===== src/design/periodic_task_table_scheduler_top_defines.svh =====
// Assertion macros shared by the periodic task table scheduler RTL.
`ifndef PERIODIC_TASK_TABLE_SCHEDULER_TOP_DEFINES_SVH
`define PERIODIC_TASK_TABLE_SCHEDULER_TOP_DEFINES_SVH

`ifndef SYNTHESIS
// Check that cons holds in the same cycle as ante.
`define PTTS_ASSERT_IMPLY(name, clk, rst, ante, cons) \
   name: assert property (@(posedge clk) disable iff (rst) (ante) |-> (cons)) \
      else $error("ptts assertion failed");
// Check that cons holds in the cycle after ante.
`define PTTS_ASSERT_NEXT(name, clk, rst, ante, cons) \
   name: assert property (@(posedge clk) disable iff (rst) (ante) |=> (cons)) \
      else $error("ptts assertion failed");
`else
`define PTTS_ASSERT_IMPLY(name, clk, rst, ante, cons)
`define PTTS_ASSERT_NEXT(name, clk, rst, ante, cons)
`endif

`endif


===== src/design/ptts_pkg.sv =====
// Types and constants of the periodic task table scheduler.
`default_nettype none

package ptts_pkg;

   localparam int MAX_TASKS   = 8;
   localparam int TIME_BITS   = 16;
   localparam int MAX_RESULTS = 8;
   localparam int PEND_W      = 8;
   localparam int TAG_W       = 8;
   localparam int IDX_W       = (MAX_TASKS > 1) ? $clog2(MAX_TASKS) : 1;
   localparam int CNT_W       = $clog2(MAX_TASKS + 1);
   localparam int RES_W       = $clog2(MAX_RESULTS + 1);
   localparam int CMP_W       = (CNT_W > 3) ? CNT_W : 3;

   typedef enum logic [1:0] {
      FUNC_TICK     = 2'd0,
      FUNC_ADD      = 2'd1,
      FUNC_DELETE   = 2'd2,
      FUNC_DISPATCH = 2'd3
   } func_type;

   typedef enum logic [2:0] {
      ST_DONE    = 3'd0,
      ST_FULL    = 3'd1,
      ST_NOENTRY = 3'd2,
      ST_RUN     = 3'd3,
      ST_IDLE    = 3'd4
   } status_type;

   typedef enum logic [2:0] {
      CELL_HOLD,
      CELL_TICK,
      CELL_LOAD,
      CELL_SHIFT,
      CELL_DEC
   } cell_op_type;

   typedef struct packed {
      logic [TAG_W-1:0]     tag;
      logic [TIME_BITS-1:0] delay;
      logic [TIME_BITS-1:0] period;
      logic [PEND_W-1:0]    pending;
   } entry_type;

   typedef struct packed {
      cell_op_type op;
      entry_type   load;
   } cell_ctl_type;

endpackage

`default_nettype wire


===== src/design/ptts_cell.sv =====
// One table slot: holds an entry, ticks it, loads it, or takes its neighbor's.
`default_nettype none

module ptts_cell (
   input  wire logic                clock,
   input  wire ptts_pkg::cell_ctl_type ctl,
   input  wire ptts_pkg::entry_type next_entry,
   output ptts_pkg::entry_type      entry
);

   ptts_pkg::entry_type entry_ff;
   ptts_pkg::entry_type entry_in;

   always_comb begin
      entry_in = entry_ff;
      unique case (ctl.op)
         ptts_pkg::CELL_HOLD: begin
            entry_in = entry_ff;
         end
         ptts_pkg::CELL_TICK: begin
            if (entry_ff.delay != '0) begin
               entry_in.delay = entry_ff.delay - 1'b1;
            end else begin
               // reload and count one more run, saturating
               entry_in.delay = entry_ff.period;
               if (entry_ff.pending != {ptts_pkg::PEND_W{1'b1}}) begin
                  entry_in.pending = entry_ff.pending + 1'b1;
               end
            end
         end
         ptts_pkg::CELL_LOAD: begin
            entry_in = ctl.load;
         end
         ptts_pkg::CELL_SHIFT: begin
            entry_in = next_entry;
         end
         ptts_pkg::CELL_DEC: begin
            entry_in.pending = entry_ff.pending - 1'b1;
         end
         default: begin
            entry_in = entry_ff;
         end
      endcase
   end

   always_ff @(posedge clock) begin
      entry_ff <= entry_in;
   end

   assign entry = entry_ff;

endmodule

`default_nettype wire


===== src/design/periodic_task_table_scheduler_top.sv =====
// Top level of the periodic task table scheduler: cell row and request sequencer.
//
// Usage: drive req_func and its operand ports with start high; the request is
// taken at a rising edge where start is high and busy is low. Tick, add and
// delete finish in the accepting cycle and give one result, with rsp_last set,
// on the rsp_ ports in the next cycle, marked by rsp_valid for one cycle.
// Dispatch raises busy and scans the row of cells one slot per cycle; a
// dispatched slot that is one-shot is removed by shifting the cells above it
// down, and the same slot is examined again in the next cycle. Each result of
// a dispatch appears in the cycle after the cycle that found it, one per
// cycle at most, and rsp_last marks the final one (a lookahead over the cells
// ends the scan as soon as no later slot has pending runs, or at MAX_RESULTS
// results). A dispatch keeps busy high until its last result is found or the
// scan runs out; every scan cycle either advances the cursor or removes a
// slot. A new request can be taken in the cycle after its last result is
// found. Tick updates every cell at once, delete shifts the row at once.
// Results cannot be held off by the receiver. Synchronous reset empties the
// table and drops busy; table contents are not cleared.
`default_nettype none
`include "periodic_task_table_scheduler_top_defines.svh"

module periodic_task_table_scheduler_top (
   input  wire logic        clock,
   input  wire logic        reset,
   input  wire logic        start,
   output logic             busy,
   input  wire logic [1:0]  req_func,
   input  wire logic [7:0]  req_task_tag,
   input  wire logic [15:0] req_start_delay,
   input  wire logic [15:0] req_run_period,
   input  wire logic [2:0]  req_task_index,
   output logic             rsp_valid,
   output logic [2:0]       rsp_status,
   output logic [2:0]       rsp_entry_index,
   output logic [7:0]       rsp_entry_tag,
   output logic             rsp_last
);

   typedef enum logic [1:0] {
      S_IDLE = 2'b01,
      S_DISP = 2'b10
   } state_type;

   state_type state_ff, state_in;
   logic [ptts_pkg::CNT_W-1:0] count_ff, count_in;
   logic [ptts_pkg::CNT_W-1:0] cursor_ff, cursor_in;
   logic [ptts_pkg::RES_W-1:0] nres_ff, nres_in;
   logic       rsp_valid_ff, rsp_valid_in;
   logic [2:0] rsp_status_ff, rsp_status_in;
   logic [2:0] rsp_index_ff, rsp_index_in;
   logic [7:0] rsp_tag_ff, rsp_tag_in;
   logic       rsp_last_ff, rsp_last_in;

   ptts_pkg::entry_type    cell_entry [ptts_pkg::MAX_TASKS];
   ptts_pkg::cell_ctl_type cell_ctl   [ptts_pkg::MAX_TASKS];
   ptts_pkg::entry_type    cur_entry;
   ptts_pkg::entry_type    load_entry;
   ptts_pkg::func_type     func;

   logic accept;
   logic full;
   logic del_ok;
   logic later_pending;
   logic at_end;
   logic emit;
   logic remove;
   logic final_res;

   assign busy   = (state_ff == S_DISP);
   assign accept = start && !busy;
   assign func   = ptts_pkg::func_type'(req_func);
   assign full   = (count_ff == ptts_pkg::CNT_W'(ptts_pkg::MAX_TASKS));
   assign del_ok = (ptts_pkg::CMP_W'(req_task_index) < ptts_pkg::CMP_W'(count_ff));

   assign load_entry.tag     = req_task_tag;
   assign load_entry.delay   = ptts_pkg::TIME_BITS'(req_start_delay);
   assign load_entry.period  = ptts_pkg::TIME_BITS'(req_run_period);
   assign load_entry.pending = '0;

   // slot under the scan cursor and lookahead over the slots above it
   assign cur_entry = cell_entry[cursor_ff[ptts_pkg::IDX_W-1:0]];
   assign at_end    = (cursor_ff >= count_ff);
   assign emit      = busy && !at_end && (cur_entry.pending != '0);
   assign remove    = emit && (cur_entry.period == '0);

   always_comb begin
      later_pending = 1'b0;
      for (int j = 0; j < ptts_pkg::MAX_TASKS; j++) begin
         if (ptts_pkg::CNT_W'(j) > cursor_ff && ptts_pkg::CNT_W'(j) < count_ff &&
             cell_entry[j].pending != '0) begin
            later_pending = 1'b1;
         end
      end
   end

   assign final_res = (nres_ff == ptts_pkg::RES_W'(ptts_pkg::MAX_RESULTS - 1)) ||
                      !later_pending;

   // per-cell commands
   always_comb begin
      for (int j = 0; j < ptts_pkg::MAX_TASKS; j++) begin
         cell_ctl[j].op   = ptts_pkg::CELL_HOLD;
         cell_ctl[j].load = load_entry;
         if (accept) begin
            unique case (func)
               ptts_pkg::FUNC_TICK: begin
                  cell_ctl[j].op = ptts_pkg::CELL_TICK;
               end
               ptts_pkg::FUNC_ADD: begin
                  if (!full && ptts_pkg::CNT_W'(j) == count_ff) begin
                     cell_ctl[j].op = ptts_pkg::CELL_LOAD;
                  end
               end
               ptts_pkg::FUNC_DELETE: begin
                  if (del_ok && ptts_pkg::CMP_W'(j) >= ptts_pkg::CMP_W'(req_task_index)) begin
                     cell_ctl[j].op = ptts_pkg::CELL_SHIFT;
                  end
               end
               ptts_pkg::FUNC_DISPATCH: begin
                  cell_ctl[j].op = ptts_pkg::CELL_HOLD;
               end
               default: begin
                  cell_ctl[j].op = ptts_pkg::CELL_HOLD;
               end
            endcase
         end else if (emit) begin
            if (remove && ptts_pkg::CNT_W'(j) >= cursor_ff) begin
               cell_ctl[j].op = ptts_pkg::CELL_SHIFT;
            end else if (ptts_pkg::CNT_W'(j) == cursor_ff) begin
               cell_ctl[j].op = ptts_pkg::CELL_DEC;
            end
         end
      end
   end

   for (genvar g = 0; g < ptts_pkg::MAX_TASKS; g++) begin : g_cell
      ptts_pkg::entry_type nbr;
      if (g == ptts_pkg::MAX_TASKS - 1) begin : g_top
         assign nbr = cell_entry[g];
      end else begin : g_mid
         assign nbr = cell_entry[g + 1];
      end
      ptts_cell u_cell (
         .clock      (clock),
         .ctl        (cell_ctl[g]),
         .next_entry (nbr),
         .entry      (cell_entry[g])
      );
   end

   // sequencer
   always_comb begin
      state_in      = state_ff;
      count_in      = count_ff;
      cursor_in     = cursor_ff;
      nres_in       = nres_ff;
      rsp_valid_in  = 1'b0;
      rsp_status_in = ptts_pkg::ST_DONE;
      rsp_index_in  = '0;
      rsp_tag_in    = '0;
      rsp_last_in   = 1'b1;
      unique case (state_ff)
         S_IDLE: begin
            if (accept) begin
               unique case (func)
                  ptts_pkg::FUNC_TICK: begin
                     rsp_valid_in = 1'b1;
                  end
                  ptts_pkg::FUNC_ADD: begin
                     rsp_valid_in = 1'b1;
                     if (full) begin
                        rsp_status_in = ptts_pkg::ST_FULL;
                     end else begin
                        rsp_index_in = 3'(count_ff);
                        count_in     = count_ff + 1'b1;
                     end
                  end
                  ptts_pkg::FUNC_DELETE: begin
                     rsp_valid_in = 1'b1;
                     rsp_index_in = req_task_index;
                     if (del_ok) begin
                        count_in = count_ff - 1'b1;
                     end else begin
                        rsp_status_in = ptts_pkg::ST_NOENTRY;
                     end
                  end
                  ptts_pkg::FUNC_DISPATCH: begin
                     state_in  = S_DISP;
                     cursor_in = '0;
                     nres_in   = '0;
                  end
                  default: begin
                     rsp_valid_in = 1'b0;
                  end
               endcase
            end
         end
         S_DISP: begin
            if (at_end) begin
               // scan ran out without a single run
               rsp_valid_in  = 1'b1;
               rsp_status_in = ptts_pkg::ST_IDLE;
               state_in      = S_IDLE;
            end else if (emit) begin
               rsp_valid_in  = 1'b1;
               rsp_status_in = ptts_pkg::ST_RUN;
               rsp_index_in  = 3'(cursor_ff);
               rsp_tag_in    = cur_entry.tag;
               rsp_last_in   = final_res;
               if (remove) begin
                  count_in = count_ff - 1'b1;
               end else begin
                  cursor_in = cursor_ff + 1'b1;
               end
               if (final_res) begin
                  state_in = S_IDLE;
               end else begin
                  nres_in = nres_ff + 1'b1;
               end
            end else begin
               cursor_in = cursor_ff + 1'b1;
            end
         end
         default: begin
            state_in = S_IDLE;
         end
      endcase
   end

   always_ff @(posedge clock) begin
      if (reset) begin
         state_ff     <= S_IDLE;
         count_ff     <= '0;
         cursor_ff    <= '0;
         nres_ff      <= '0;
         rsp_valid_ff <= 1'b0;
      end else begin
         state_ff     <= state_in;
         count_ff     <= count_in;
         cursor_ff    <= cursor_in;
         nres_ff      <= nres_in;
         rsp_valid_ff <= rsp_valid_in;
      end
   end

   always_ff @(posedge clock) begin
      rsp_status_ff <= rsp_status_in;
      rsp_index_ff  <= rsp_index_in;
      rsp_tag_ff    <= rsp_tag_in;
      rsp_last_ff   <= rsp_last_in;
   end

   assign rsp_valid       = rsp_valid_ff;
   assign rsp_status      = rsp_status_ff;
   assign rsp_entry_index = rsp_index_ff;
   assign rsp_entry_tag   = rsp_tag_ff;
   assign rsp_last        = rsp_last_ff;

   `PTTS_ASSERT_IMPLY(a_count_bound, clock, reset, 1'b1,
                      count_ff <= ptts_pkg::CNT_W'(ptts_pkg::MAX_TASKS))
   `PTTS_ASSERT_NEXT(a_disp_enter, clock, reset,
                     accept && func == ptts_pkg::FUNC_DISPATCH, state_ff == S_DISP)
   `PTTS_ASSERT_NEXT(a_disp_no_grow, clock, reset, state_ff == S_DISP,
                     count_ff <= $past(count_ff))
   `PTTS_ASSERT_IMPLY(a_idle_only_first, clock, reset, busy && at_end,
                      nres_ff == '0)
   `PTTS_ASSERT_IMPLY(a_res_bound, clock, reset, 1'b1,
                      nres_ff < ptts_pkg::RES_W'(ptts_pkg::MAX_RESULTS))

endmodule

`default_nettype wire


===== config.mk =====
export PLATFORM = sky130hd
export DESIGN_NAME = periodic_task_table_scheduler_top
export DESIGN_NICKNAME = d
export VERILOG_FILES = /design/src/design/ptts_pkg.sv /design/src/design/ptts_cell.sv /design/src/design/periodic_task_table_scheduler_top.sv
export VERILOG_INCLUDE_DIRS = /design/src /design/src/design
export SDC_FILE = /design/constraint.sdc
export NUM_CORES = 1
export LEC_CHECK = 0
export ABC_AREA = 0
export BUFFER_PORTS_ARGS = -buffer_cell sky130_fd_sc_hd__buf_2
export CORE_MARGIN = 2
export CORE_UTILIZATION = 40
export DETAILED_ROUTE_END_ITERATION = 12
export GPL_ROUTABILITY_DRIVEN = 0
export GPL_TIMING_DRIVEN = 1
export SYNTH_ARGS = -nofsm -noshare
export SYNTH_HDL_FRONTEND = slang
export SYNTH_SLANG_ARGS = --single-unit

===== constraint.sdc =====
create_clock -name clock -period 4.43 [get_ports clock]
set_input_delay 0.443 -clock clock [delete_from_list [all_inputs] [get_ports clock]]
set_output_delay 0.443 -clock clock [all_outputs]
set_load 0.05 [all_outputs]

==> out/results.ini <==
[logic_synthesis]
synth_flop_cell=edfxtp_1
synth_area_leaders=edfxtp_1 (47%), mux2_2 (7.9%), ha_1 (3.9%)
syn_avg_cell_area_sq_um=10.8
synthCells=2290
seq_area_frac_synth=0.489
yosysWarnings=0
post-synth-top-area-cell=edfxtp_1
synth_top_area_frac=0.465
ys_seq_elements=414
synth_area_sq_um=24800
synth.most_common_cell=edfxtp_1
synth_common_cells=edfxtp_1 (384), nor2_1 (200), o21ai_0 (178), mux2_2 (173), nand2_1 (168)
syn_nets=2424
async_flop_share=0
synth_edf_count=384
yosysUniqueCellTypes=77

[finish]
final_nets=2557
seqCellArea_sq_um=12100
fillCellCount=5657
fin_util=0.463
diodes=0
multi_input_area_sq_um=12100
final_layout_size_suffix_gt1_frac=0.207
final_cells=3252
area_delta_synth_final_pct=15.0

[timing]
hold_viol=0
relSlewSlack=0.132
fin_crit_sh=0.952
clock-skew-final_ps=15.4
rsz0062_at_grt=no
drv_slew=0
min_period_ps=4220
setup_tns_ps=0
fmax_mhz=237
setup_viol_count_final=0
tightest_slew_ps=1300

[clock_tree]
worstSkewPairLatency_ps=610
cts.sinks=414
hold_buffers=0
htree_levels=2
root_buffer=clkbuf_16
path_clk_slew_ps=60
cts_made_buffers=47
cts.path.max_buffers=3
cts_tree=yes

[worst_hold_path]
whs_path_depth=1
hp-class=input pin to register

[detailed_routing]
drc=0
first_pass_iters=6
via_per_inst=5.92
drtIter0Drc=1820
ant_nets=0
wl_per_cell_um=22.6
routed_wirelength_um=73500
num_vias=19300

[flow_run]
max_cap_violations=0

[grt]
antenna_found_initial=0
grt-ovfl-total=0
grt_pass1_wl_um=114000
grt_max_degree=56
grt_usage=0.228
grt_pass1_vias=19000

[floorplan]
die_area_sq_um=64000
boundaryPins=65
die_h_um=253
fp.coreArea_sq_um=61500
die_x_um=253
rows=91
start_util=0.403

[setup_path]
cp-start-kind=register
worstPathArrival_ps=4570
cp-end-kind=register
worstRegToRegCells=17
cp_max_fo=5
critical_path_class=register to register
cp.required_ps=4780

[power]
comb_power_share=0.102
internal-power_mw=7.06
power_switching_mw=2.40
ir_worst_vdd_mv=0.273
p_per_area_nw_per_um2=332
seqPwrFrac=0.487
p_leak_nw=10.2
swShare=0.253
p_clk_frac=0.411

[placed_design]
dpl.hpwl_um=55600
place_inst=3163
port_buffers=64

[outcome]
status=finished clean

## worst max-delay path: stages (launching register included)
cell	delay, ps
edfxtp_1	460
nor4_1	710
nand3_1	150
o21ai_0	170
mux4_2	300
nand2b_1	150
nor3_1	90
buf_4	140
nand2_1	90
inv_1	70
buf_4	160
ha_1	310
a21oi_2	210
o21ai_2	110
o41ai_4	340
xor2_1	210
xnor2_1	90
a22o_1	190
## power by group through the flow
stage	sequential, mW	combinational (mW)	clock [mW]
2_1_floorplan	4.65	0.622	0
3_3_place_gp	4.68	0.924	0
3_5_place_dp	4.69	0.940	0
4_1_cts	4.60	0.949	3.95
5_1_grt	4.63	1.06	4.12
6_report	4.61	0.965	3.89
## worst paths after layout
path | startpoint | endpoint | slack, ps
min reg2reg | nres_ff[1] | nres_ff[1] | 490
min | req_task_tag[0] | g_cell[7].u_cell.entry[40] | 180
max reg2reg | g_cell[7].u_cell.entry[0] | g_cell[2].u_cell.entry[7] | 210
max | g_cell[7].u_cell.entry[0] | g_cell[2].u_cell.entry[7] | 210
## layout make-up
class                   instances  area share
multi-input cells            1696       0.426
well taps                     790      0.0347
clock buffers                  58      0.0435
inverters                      57     0.00751
repair buffers                207      0.0529
clock inverters                30     0.00966
flip-flops and latches        414       0.426
## sequential cells by signal, summed over array words and instances (netlist names)
register / cells
rsp_entry_index: 3
count_ff: 4
state_ff: 2
rsp_entry_tag: 8
g_cell.u_cell.entry: 384
rsp_valid: 1
cursor_ff: 4
rsp_status: 3
rsp_last: 1
nres_ff: 4
## cell usage in the layout, fill, tap and decap left out, types with 64 or more instances in the layout
cell type	count
edfxtp_1	384
xnor2_1	90
ha_1	78
nor2_1	199
buf_2	64
nand2_1	167
mux2_2	173
o21ai_0	174
buf_4	134
a21oi_1	110
## per-layer routing
metal | part of all wire | routed length [um] | GRT usage | vias to the layer above
met2 | 0.46 | 33700 | 0.365 | 760
met4 | 0.026 | 1910 | 0.0695 | 0
li1 | - | - | - | 9089
met1 | 0.44 | 32400 | 0.319 | 9289
met3 | 0.075 | 5500 | 0.0360 | 116
met5 | 0 | 0 | 0 | -
## kinds of logic after synthesis
family / after synthesis / synth area share
xor+xnor: 133 / 0.0476
buf+inv: 180 / 0.0292
compound gates: 606 / 0.160
flops: 414 / 0.489
fa+ha+maj: 86 / 0.0458
mux: 210 / 0.100
simple gates: 661 / 0.128
## through the flow
stage	hold WS, ps	worst slack (ps)	cell area (sq um)	total power, mW
after global placement	468	-244	26800	5.60
after CTS	135	14.9	28400	9.51
after global routing	165	9.88	28500	9.80
final	181	213	28500	9.46
after floorplan	452	59.0	24800	5.27
after detailed placement	484	-516	26800	5.63
## what timing repair did
| action | 4_1_cts | 5_1_grt |
|---|---|---|
| pin swaps | 1 | 9 |
| setup endpoints to repair | 69 | 15 |
| buffers inserted | 0 | 2 |
| resized for setup | 9 | 20 |
Note: power is estimated with default switching activity, not from simulation.
